==> src/design/assert_macros.svh <==
// Assertion macros shared by the Morse codec RTL.
`ifndef ASSERT_MACROS_SVH
`define ASSERT_MACROS_SVH

// Property that must hold at every clock edge outside reset.
`define MC_ASSERT(lbl, prop, msg) \
	lbl: assert property (@(posedge clk) disable iff (!arst_n) (prop)) else $error(msg);

// Implication checked at every clock edge outside reset.
`define MC_ASSERT_IMP(lbl, ante, cons, msg) \
	lbl: assert property (@(posedge clk) disable iff (!arst_n) (ante) |-> (cons)) \
		else $error(msg);

`endif

==> src/design/mc_pkg.sv <==
// Shared types, character codes and tree tables of the Morse codec.
package mc_pkg;

	// Character codes.
	localparam logic [7:0] CH_DOT   = 8'h2E;
	localparam logic [7:0] CH_DASH  = 8'h2D;
	localparam logic [7:0] CH_SPACE = 8'h20;
	localparam logic [7:0] CH_SLASH = 8'h2F;
	localparam logic [7:0] CH_STAR  = 8'h2A;
	localparam logic [7:0] CH_UNDER = 8'h5F;
	localparam logic [7:0] CH_NUL   = 8'h00;

	// First node of the deepest level; a symbol there overflows the code.
	localparam logic [5:0] DEEPEST_FIRST = 6'd31;
	localparam logic [5:0] ROOT = 6'd0;

	// Function codes of the input transaction.
	localparam logic FUNC_DECODE = 1'b0;
	localparam logic FUNC_ENCODE = 1'b1;

	typedef struct packed {
		logic       func;
		logic [7:0] in_char;
		logic       followed_by_space;
		logic       end_of_message;
	} req_t;

	typedef struct packed {
		logic [7:0] out_char;
		logic       last_of_run;
		logic       error;
	} rsp_t;

	// Work for the back end: an optional leading character, up to five
	// dot/dash symbols (left aligned, 1 is a dash) and an optional space.
	typedef struct packed {
		logic       head_v;
		logic [7:0] head_char;
		logic       head_err;
		logic [2:0] sym_len;
		logic [4:0] sym_code;
		logic       tail_v;
	} job_t;

	// Queue status seen by both ends.
	typedef struct packed {
		logic avail;
		logic full;
	} qstat_t;

	function automatic logic job_empty(input job_t j);
		return !j.head_v && (j.sym_len == 3'd0) && !j.tail_v;
	endfunction

	// Character held by each tree node; placeholders read as underscore.
	function automatic logic [7:0] node_char(input logic [5:0] idx);
		logic [7:0] c;
		case (idx)
			6'd0:    c = CH_STAR;
			6'd1:    c = "E";
			6'd2:    c = "T";
			6'd3:    c = "I";
			6'd4:    c = "A";
			6'd5:    c = "N";
			6'd6:    c = "M";
			6'd7:    c = "S";
			6'd8:    c = "U";
			6'd9:    c = "R";
			6'd10:   c = "W";
			6'd11:   c = "D";
			6'd12:   c = "K";
			6'd13:   c = "G";
			6'd14:   c = "O";
			6'd15:   c = "H";
			6'd16:   c = "V";
			6'd17:   c = "F";
			6'd19:   c = "L";
			6'd21:   c = "P";
			6'd22:   c = "J";
			6'd23:   c = "B";
			6'd24:   c = "X";
			6'd25:   c = "C";
			6'd26:   c = "Y";
			6'd27:   c = "Z";
			6'd28:   c = "Q";
			6'd31:   c = "5";
			6'd32:   c = "4";
			6'd34:   c = "3";
			6'd38:   c = "2";
			6'd46:   c = "1";
			6'd47:   c = "6";
			6'd55:   c = "7";
			6'd59:   c = "8";
			6'd61:   c = "9";
			6'd62:   c = "0";
			default: c = CH_UNDER;
		endcase
		return c;
	endfunction

	// Node index of an upper-case letter or digit; the top bit flags a hit.
	function automatic logic [6:0] char_node(input logic [7:0] c);
		logic [6:0] r;
		case (c)
			"E":     r = {1'b1, 6'd1};
			"T":     r = {1'b1, 6'd2};
			"I":     r = {1'b1, 6'd3};
			"A":     r = {1'b1, 6'd4};
			"N":     r = {1'b1, 6'd5};
			"M":     r = {1'b1, 6'd6};
			"S":     r = {1'b1, 6'd7};
			"U":     r = {1'b1, 6'd8};
			"R":     r = {1'b1, 6'd9};
			"W":     r = {1'b1, 6'd10};
			"D":     r = {1'b1, 6'd11};
			"K":     r = {1'b1, 6'd12};
			"G":     r = {1'b1, 6'd13};
			"O":     r = {1'b1, 6'd14};
			"H":     r = {1'b1, 6'd15};
			"V":     r = {1'b1, 6'd16};
			"F":     r = {1'b1, 6'd17};
			"L":     r = {1'b1, 6'd19};
			"P":     r = {1'b1, 6'd21};
			"J":     r = {1'b1, 6'd22};
			"B":     r = {1'b1, 6'd23};
			"X":     r = {1'b1, 6'd24};
			"C":     r = {1'b1, 6'd25};
			"Y":     r = {1'b1, 6'd26};
			"Z":     r = {1'b1, 6'd27};
			"Q":     r = {1'b1, 6'd28};
			"5":     r = {1'b1, 6'd31};
			"4":     r = {1'b1, 6'd32};
			"3":     r = {1'b1, 6'd34};
			"2":     r = {1'b1, 6'd38};
			"1":     r = {1'b1, 6'd46};
			"6":     r = {1'b1, 6'd47};
			"7":     r = {1'b1, 6'd55};
			"8":     r = {1'b1, 6'd59};
			"9":     r = {1'b1, 6'd61};
			"0":     r = {1'b1, 6'd62};
			default: r = 7'd0;
		endcase
		return r;
	endfunction

endpackage

==> src/design/mc_front.sv <==
// Front end: accepts requests, walks the decode tree and builds back-end jobs.
`include "assert_macros.svh"

module mc_front (
	input  logic           clk,
	input  logic           arst_n,
	input  logic           req_valid,
	output logic           req_stall,
	input  mc_pkg::req_t   req,
	input  mc_pkg::qstat_t qstat,
	output logic           push,
	output mc_pkg::job_t   job
);

	logic [5:0]   pos_q;
	logic [5:0]   pos_d;
	logic [5:0]   child;
	logic [7:0]   uc;
	logic [6:0]   hit_idx;
	logic [5:0]   path;
	logic         accept;

	assign req_stall = qstat.full;
	assign accept    = req_valid && !qstat.full;
	assign push      = accept && !mc_pkg::job_empty(job);

	// Child node reached by a dot or a dash; only used above the deepest level.
	assign child = {pos_q[4:0], 1'b0} + ((req.in_char == mc_pkg::CH_DOT) ? 6'd1 : 6'd2);

	// Upper-case the text character and look it up in the tree.
	assign uc      = (req.in_char inside {["a":"z"]}) ? (req.in_char - 8'd32) : req.in_char;
	assign hit_idx = mc_pkg::char_node(uc);
	assign path    = hit_idx[5:0] + 6'd1;

	// Classify the request and form its job.
	always_comb begin
		job   = '0;
		pos_d = pos_q;
		if (req.func == mc_pkg::FUNC_DECODE) begin
			if (req.in_char == mc_pkg::CH_DOT || req.in_char == mc_pkg::CH_DASH) begin
				if (pos_q >= mc_pkg::DEEPEST_FIRST) begin
					job.head_v    = 1'b1;
					job.head_char = mc_pkg::CH_NUL;
					job.head_err  = 1'b1;
					pos_d         = mc_pkg::ROOT;
				end else if (req.end_of_message) begin
					job.head_v    = 1'b1;
					job.head_char = mc_pkg::node_char(child);
					pos_d         = mc_pkg::ROOT;
				end else begin
					pos_d = child;
				end
			end else if (req.in_char == mc_pkg::CH_SPACE ||
					req.in_char == mc_pkg::CH_SLASH) begin
				if (pos_q != mc_pkg::ROOT) begin
					job.head_v    = 1'b1;
					job.head_char = mc_pkg::node_char(pos_q);
					job.tail_v    = (req.in_char == mc_pkg::CH_SLASH);
					pos_d         = mc_pkg::ROOT;
				end
			end else if (req.end_of_message && pos_q != mc_pkg::ROOT) begin
				job.head_v    = 1'b1;
				job.head_char = mc_pkg::node_char(pos_q);
				pos_d         = mc_pkg::ROOT;
			end
		end else begin
			if (uc == mc_pkg::CH_SPACE) begin
				job.head_v    = 1'b1;
				job.head_char = mc_pkg::CH_SLASH;
			end else begin
				job.tail_v = !req.followed_by_space;
				if (uc == mc_pkg::CH_STAR || uc == mc_pkg::CH_UNDER) begin
					job.head_v    = 1'b1;
					job.head_char = uc;
				end else if (hit_idx[6]) begin
					// The bits of node+1 below its leading one spell the code.
					if (path[5]) begin
						job.sym_len  = 3'd5;
						job.sym_code = path[4:0];
					end else if (path[4]) begin
						job.sym_len  = 3'd4;
						job.sym_code = {path[3:0], 1'b0};
					end else if (path[3]) begin
						job.sym_len  = 3'd3;
						job.sym_code = {path[2:0], 2'b0};
					end else if (path[2]) begin
						job.sym_len  = 3'd2;
						job.sym_code = {path[1:0], 3'b0};
					end else begin
						job.sym_len  = 3'd1;
						job.sym_code = {path[0], 4'b0};
					end
				end
			end
		end
	end

	// Tree position moves only on an accepted transaction.
	always_ff @(posedge clk or negedge arst_n) begin
		if (!arst_n) begin
			pos_q <= mc_pkg::ROOT;
		end else if (accept) begin
			pos_q <= pos_d;
		end
	end

	`MC_ASSERT(a_pos_in_tree, pos_q != 6'd63, "tree position left the 63-node tree")
	`MC_ASSERT_IMP(a_no_push_full, push, !qstat.full, "job pushed into a full queue")

endmodule

==> src/design/mc_queue.sv <==
// Two-entry job queue between the front end and the back end.
`include "assert_macros.svh"

module mc_queue (
	input  logic           clk,
	input  logic           arst_n,
	input  logic           push,
	input  mc_pkg::job_t   push_job,
	input  logic           pop,
	output mc_pkg::job_t   head_job,
	output mc_pkg::qstat_t qstat
);

	mc_pkg::job_t slot_q [2];
	logic         wr_ptr_q;
	logic         rd_ptr_q;
	logic [1:0]   count_q;
	logic         do_pop;

	assign qstat.avail = (count_q != 2'd0);
	assign qstat.full  = (count_q == 2'd2);
	assign head_job    = slot_q[rd_ptr_q];
	assign do_pop      = pop && qstat.avail;

	// Pointers and fill count.
	always_ff @(posedge clk or negedge arst_n) begin
		if (!arst_n) begin
			wr_ptr_q <= 1'b0;
			rd_ptr_q <= 1'b0;
			count_q  <= 2'd0;
		end else begin
			if (push) begin
				wr_ptr_q <= !wr_ptr_q;
			end
			if (do_pop) begin
				rd_ptr_q <= !rd_ptr_q;
			end
			case ({push, do_pop})
				2'b10:   count_q <= count_q + 2'd1;
				2'b01:   count_q <= count_q - 2'd1;
				default: count_q <= count_q;
			endcase
		end
	end

	// Job storage.
	always_ff @(posedge clk) begin
		if (push) begin
			slot_q[wr_ptr_q] <= push_job;
		end
	end

	`MC_ASSERT(a_count_range, count_q <= 2'd2, "queue fill count out of range")

endmodule

==> src/design/mc_back.sv <==
// Back end: plays out each job one character per cycle, unless the output is stalled, into the output register.
`include "assert_macros.svh"

module mc_back (
	input  logic           clk,
	input  logic           arst_n,
	input  mc_pkg::qstat_t qstat,
	input  mc_pkg::job_t   head_job,
	output logic           pop,
	output logic           rsp_valid,
	input  logic           rsp_stall,
	output mc_pkg::rsp_t   rsp
);

	mc_pkg::job_t cur_q;
	logic         busy_q;
	logic         out_valid_q;
	mc_pkg::rsp_t rsp_q;

	mc_pkg::job_t view;
	mc_pkg::job_t nxt;
	logic         view_v;
	logic         advance;
	logic         last;
	mc_pkg::rsp_t emit;

	assign view    = busy_q ? cur_q : head_job;
	assign view_v  = busy_q || qstat.avail;
	assign advance = !out_valid_q || !rsp_stall;
	assign pop     = advance && !busy_q && qstat.avail;

	// Next character of the job, and what remains of it.
	always_comb begin
		nxt  = view;
		emit = '0;
		if (view.head_v) begin
			emit.out_char = view.head_char;
			emit.error    = view.head_err;
			nxt.head_v    = 1'b0;
		end else if (view.sym_len != 3'd0) begin
			emit.out_char = view.sym_code[4] ? mc_pkg::CH_DASH : mc_pkg::CH_DOT;
			nxt.sym_code  = {view.sym_code[3:0], 1'b0};
			nxt.sym_len   = view.sym_len - 3'd1;
		end else begin
			emit.out_char = mc_pkg::CH_SPACE;
			nxt.tail_v    = 1'b0;
		end
		last             = mc_pkg::job_empty(nxt);
		emit.last_of_run = last;
	end

	// Control: job in progress and output valid.
	always_ff @(posedge clk or negedge arst_n) begin
		if (!arst_n) begin
			busy_q      <= 1'b0;
			out_valid_q <= 1'b0;
		end else if (advance) begin
			busy_q      <= view_v && !last;
			out_valid_q <= view_v;
		end
	end

	// Payload: remaining job and the output transaction.
	always_ff @(posedge clk) begin
		if (advance && view_v) begin
			cur_q <= nxt;
			rsp_q <= emit;
		end
	end

	assign rsp_valid = out_valid_q;
	assign rsp       = rsp_q;

	`MC_ASSERT_IMP(a_busy_has_work, busy_q, !mc_pkg::job_empty(cur_q),
		"back end busy with an empty job")
	`MC_ASSERT_IMP(a_pop_nonempty, pop, !mc_pkg::job_empty(head_job),
		"empty job taken from the queue")

endmodule

==> src/design/morse_codec_top.sv <==
// Top level of the Morse codec: front end, job queue and back end.
//
//   channel   valid       stall       payload             direction
//   request   req_valid   req_stall   req (req_t)         into the block
//   result    rsp_valid   rsp_stall   rsp (rsp_t)         out of the block
//
// A request is classified and its tree position updated in the cycle it is accepted;
// a request with no result pushes no job and needs nothing further.
// The back end sends one result per cycle while rsp_stall is low, and an item yields
// up to six results; the result port sets the sustained rate.
// A two-entry job queue lets requests keep coming while results are stalled;
// req_stall rises only when the queue is full.
// Reset returns the decode position to the root and empties queue and output.

module morse_codec_top (
	input  logic         clk,
	input  logic         arst_n,
	input  logic         req_valid,
	output logic         req_stall,
	input  mc_pkg::req_t req,
	output logic         rsp_valid,
	input  logic         rsp_stall,
	output mc_pkg::rsp_t rsp
);

	mc_pkg::qstat_t qstat;
	mc_pkg::job_t   push_job;
	mc_pkg::job_t   head_job;
	logic           push;
	logic           pop;

	mc_front u_front (
		.clk       (clk),
		.arst_n    (arst_n),
		.req_valid (req_valid),
		.req_stall (req_stall),
		.req       (req),
		.qstat     (qstat),
		.push      (push),
		.job       (push_job)
	);

	mc_queue u_queue (
		.clk      (clk),
		.arst_n   (arst_n),
		.push     (push),
		.push_job (push_job),
		.pop      (pop),
		.head_job (head_job),
		.qstat    (qstat)
	);

	mc_back u_back (
		.clk       (clk),
		.arst_n    (arst_n),
		.qstat     (qstat),
		.head_job  (head_job),
		.pop       (pop),
		.rsp_valid (rsp_valid),
		.rsp_stall (rsp_stall),
		.rsp       (rsp)
	);

endmodule

==> config.mk <==
export PLATFORM = sky130hd
export DESIGN_NAME = morse_codec_top
export DESIGN_NICKNAME = d
export VERILOG_FILES = /design/src/design/mc_pkg.sv /design/src/design/mc_front.sv /design/src/design/mc_queue.sv /design/src/design/mc_back.sv /design/src/design/morse_codec_top.sv
export VERILOG_INCLUDE_DIRS = /design/src /design/src/design
export SDC_FILE = /design/constraint.sdc
export NUM_CORES = 1
export LEC_CHECK = 0
export ABC_CLOCK_PERIOD_IN_PS = 5300
export CAP_MARGIN = 20
export CORE_MARGIN = 3
export CORE_UTILIZATION = 38
export DETAILED_ROUTE_END_ITERATION = 8
export DONT_BUFFER_PORTS = 1
export SKIP_CTS_REPAIR_TIMING = 1
export SLEW_MARGIN = 30
export SYNTH_ARGS = -nofsm -noshare
export SYNTH_HDL_FRONTEND = slang
export SYNTH_SLANG_ARGS = --single-unit
==> constraint.sdc <==
create_clock -name clk -period 5.3 [get_ports clk]
set_clock_uncertainty 0.1 [all_clocks]
set_input_delay 0.53 -clock clk [delete_from_list [all_inputs] [get_ports clk]]
set_output_delay 0.53 -clock clk [all_outputs]
set_load 0.02 [all_outputs]
==> results.txt <==
The top-area cell type share of the netlist area came out at 33.7%. TritonCTS created 9 clock buffers. The fraction of synthesized area in multiplexers is 6.47%. The worst slew margin relative to its limit came out at 41.9%. Synthesis instantiated 69 different standard cells from the library. Of the total power, registers draw 45.3%. The power per standard cell area is 359 mW/mm². The depth of the CTS H-tree is 3. The share of layout cells above drive strength 1 is 7.33%. The critical path goes through nor3b_1 -> nand4_1 -> buf_4 -> ha_1 -> ha_1 -> xor2_1 -> buf_4 -> nor2_1 -> nor3_1 -> a21oi_1 -> a21oi_1 -> a211oi_1 -> a211oi_1 -> a21oi_1. The startpoint identified for the worst register-to-register timing path is u_front.pos_q[0]$_DFFE_PN0P_. The synthesized design spends more area on one cell type than any other, namely sky130_fd_sc_hd__edfxtp_1. The first global-routing pass estimated 20.5 mm of wire. The cell that appears most often on the critical path is sky130_fd_sc_hd__a21oi_1. The core region is 0.0135 mm².

The mean instance size in the synthesized netlist came out at 9.25 µm². For this run, design rule violations remaining after detail routing come to 0. Dividing the detail-routed wire length by the instance count gives 16.9 µm. STA classifies the critical path startpoint as a primary input.

Cells fill 42.8% of the core in the end. By area the synthesized netlist is led by sky130_fd_sc_hd__edfxtp_1 34%, sky130_fd_sc_hd__ha_1 6.1%, sky130_fd_sc_hd__dfrtp_1 5.6%. The post-synthesis share of cell area spent on full adders, half adders and majority gates is 6.09%. For this run, the leading register cell type out of synthesis is sky130_fd_sc_hd__edfxtp_1. The via count normalized by instance count is 5.80.

The area share of xor/xnor cells in the synthesized design is 3.61%. The floorplan die height is 125 µm. The final count of hold timing violations came to 0. The shortest period the worst path allows is 3780 ps. Before antenna repair, the detailed router went through 5 iterations. Clock-pin slew was measured on the worst setup and hold paths at 60 ps.

The worst setup path is captured at a flip-flop. The total grt overflow is 0. The number of rows in the core area came out at 42. The proportion of total power due to net switching came out at 31.6%. In this run the horizontal extent of the chip is 125 µm.

The initial antenna violation count is 0. The run finished with clean final reports. The pin count of the biggest net entering global routing came out at 37. The transition time of the tightest slew-check pin is 872 ps. The total of endpoints with negative setup slack in the final report is 0. Once routing completed, OpenROAD measured the worst setup slack at 1520 ps.

The simple logic cell fraction of the synthesized area came out at 15.2%. The vias after detailed routing is 4263. Setup repair after global routing left no endpoint under its margin. TritonCTS built the clock tree.

Summed over all cells, the static leakage comes to 0.00211 µW. The slack of the worst reg-to-reg path is 1590 ps. The pre-CTS setup slack came out at 1200 ps. The buffer and inverter count on the worst path came out at 2.

The detailed router finished its first iteration with 352 violations. The die covers 0.0155 mm². The part of the total power dissipated in the clock network is 30.2%. The total instance count after detailed placement is 718.

The cell count of the worst reg-to-reg path came out at 9. The top-level port count is 27. Of all nets on the critical path, the largest fanout is 12. The total of warnings raised by yosys came out at 0. The worst-case IR drop observed on VDD is 244 µV. By area, the combinational part of the netlist is dominated by compound AO/OA/AOI/OAI gates.

The synthesized netlist occupies a cell area of 0.00534 mm². The synthesized netlist devotes 24.3% of its cell area to compound gates. The number of nets in the layout is 595. After technology mapping, the gate count stands at 577. The residual antenna-violating net count after detailed routing is 0. The most critical setup path has its startpoint at req[9]. The tool flagged a number of max-cap violations equal to 0.

The net switching power of the design came out at 655 µW. The clock tree root driver cell is sky130_fd_sc_hd__clkbuf_16. The worst endpoint required time came out at 5260 ps. The final non-filler cell total came out at 735. The max-slew violation count is 0. The initial core utilization came out at 39.5%. The instance count on the critical path came out at 14. The slowest stage of the critical path is the sky130_fd_sc_hd__nor3b_1 cell. Setup total negative slack on the finished layout was measured at 0 ps. Summed over all layers, the routed wires come to 12.4 mm. The internal cell power came out at 1420 µW. In the synthesized netlist, the cells that appear most often are 60 x sky130_fd_sc_hd__edfxtp_1, 52 x sky130_fd_sc_hd__a21oi_1, 45 x sky130_fd_sc_hd__o21ai_0. After legalization and detailed placement, the total HPWL measured 9.17 mm.

The overall routing resource usage is 15.9%. The via count of the first global-routing pass came out at 3924. The part of the total power dissipated in combinational logic came out at 24.5%. At the end of routability-driven placement, the weighted congestion stood at 0.823. The register area share after synthesis came out at 39.4%. The worst hold path belongs to the class primary input to flip-flop.

Static timing analysis puts the maximum clock frequency at 264 MHz. The critical path capture point is u_queue.slot_q[0][10]$_DFFE_PP_. On the critical path the largest part of the delay comes from simple AND/OR/NAND/NOR gates. The total power came out at 2070 µW.

The synthesized design contains 60 enable-type register cells. The worst register-to-register path ends at u_queue.slot_q[1][4]$_DFFE_PP_. The setup path with the least slack is of type primary input to flip-flop. The area growth from synthesis to layout came out at 8.27%.

In this design, the stage delay of the slowest critical-path cell is 500 ps. The maximum root-to-sink buffer count came out at 2. The repair_antennas step left the layout with diodes totalling 0.

The sink count of the clock tree is 72. The most common cell in the synthesized netlist is sky130_fd_sc_hd__edfxtp_1. Dividing the final minimum period by the clock period gives 71.3%. The clock latency on the worst-skew pair came out at 330 ps. The count of input and output buffers is 0.

The data arrival time at the worst-slack endpoint is 3740 ps. The flip-flop and latch count after synthesis came out at 72. The post-synthesis async set-or-reset flop share came out at 16.7%.
how the worst min path moves through the flow:
stage,startpoint,endpoint,slack [ps],depth (start not counted)
global route,req[0],u_front.pos_q[0]$_DFFE_PN0P_,210,1
finish,req[0],u_front.pos_q[0]$_DFFE_PN0P_,220,1
CTS,arst_n,u_back.busy_q$_DFFE_PN0N_,-230,0
floorplan,arst_n,u_back.busy_q$_DFFE_PN0N_,130,0
global placement,arst_n,u_back.busy_q$_DFFE_PN0N_,130,0
detailed placement,arst_n,u_back.rsp_valid$_DFFE_PN0N_,130,0
power by group through the flow:
stage / combinational (µW) / clock [µW] / sequential (µW)
after global routing: 565 / 672 / 957
after global placement: 488 / 0 / 947
after detailed placement: 506 / 0 / 954
after floorplan: 463 / 0 / 882
final: 507 / 627 / 939
after CTS: 509 / 646 / 943
worst reg2reg max path: cells and delay by family (launching register included):
kind,cells,cell delay [ps]
buffers and inverters,1,300
DFF,1,520
AOI/OAI and AO/OA,4,840
and+or+nand+nor,3,1160
adders and majority gates,1,410
through the flow:
step / area [µm²] / hold WS (ps)
final: 5780 / 222
after global routing: 5780 / 207
after CTS: 5760 / -228
after detailed placement: 5450 / 135
after global placement: 5440 / 135
after floorplan: 5340 / 134
kinds of logic (layout without fill, tap and decap cells):
logic type / Yosys count / after routing
simple gates: 163 / 163
flops: 72 / 72
xor+xnor: 22 / 22
fa+ha+maj: 26 / 26
mux: 33 / 33
other cells: 1 / 2
compound gates: 196 / 196
buf+inv: 64 / 45
metal layers:
layer	vias to the layer above	GRT usage [%]	wire length [µm]
met3	12	3.17	571
met1	2007	22.5	6070
li1	2127	-	-
met4	0	4.84	180
met5	-	0	0
met2	117	24.7	5580
cells in the final DEF, fill, tap and decap left out, types with 3 or more instances in the layout:
| cell type | count |
|---|---|
| sky130_fd_sc_hd__nor3_1 | 15 |
| sky130_fd_sc_hd__dfrtp_1 | 10 |
| sky130_fd_sc_hd__edfxtp_1 | 60 |
| sky130_fd_sc_hd__a32o_1 | 4 |
| sky130_fd_sc_hd__nor2_1 | 43 |
| sky130_fd_sc_hd__nand2_1 | 39 |
| sky130_fd_sc_hd__a41o_1 | 3 |
| sky130_fd_sc_hd__ha_1 | 26 |
| sky130_fd_sc_hd__xor2_1 | 11 |
| sky130_fd_sc_hd__o211ai_1 | 12 |
| sky130_fd_sc_hd__nand4_1 | 4 |
| sky130_fd_sc_hd__o311ai_0 | 6 |
| sky130_fd_sc_hd__or3_1 | 6 |
| sky130_fd_sc_hd__a211oi_1 | 13 |
| sky130_fd_sc_hd__and3_1 | 4 |
| sky130_fd_sc_hd__o21ai_0 | 45 |
| sky130_fd_sc_hd__clkinv_2 | 3 |
| sky130_fd_sc_hd__a21o_1 | 4 |
| sky130_fd_sc_hd__buf_4 | 7 |
| sky130_fd_sc_hd__nand2b_1 | 9 |
| sky130_fd_sc_hd__or2_2 | 3 |
| sky130_fd_sc_hd__o31ai_1 | 9 |
| sky130_fd_sc_hd__and2_1 | 3 |
| sky130_fd_sc_hd__mux2i_1 | 30 |
| sky130_fd_sc_hd__inv_1 | 21 |
| sky130_fd_sc_hd__a21oi_1 | 51 |
| sky130_fd_sc_hd__nand3_1 | 11 |
| sky130_fd_sc_hd__o22ai_1 | 5 |
| sky130_fd_sc_hd__clkbuf_16 | 9 |
| sky130_fd_sc_hd__nor2b_1 | 12 |
| sky130_fd_sc_hd__xnor2_1 | 10 |
| sky130_fd_sc_hd__a31oi_1 | 12 |
cell type report:
type                            count  area [µm²]
Multi-Input combinational cell    442        3000
Tap cell                          176         220
Timing Repair Buffer                8        62.6
Sequential cell                    72        2100
Clock inverter                      6        83.8
Inverter                           21        78.8
Fill cell                        1315        7720
Clock buffer                       10         229
sequential cells by signal, indices dropped and copies added, names as in the netlist:
register	count
u_queue.slot_q	38
u_back.cur_q	12
u_back.rsp	10
u_front.pos_q	6
u_queue.count_q	2
u_back.busy_q	1
u_back.rsp_valid	1
u_queue.rd_ptr_q	1
u_queue.wr_ptr_q	1
Note: power is estimated with default switching activity, not from simulation.
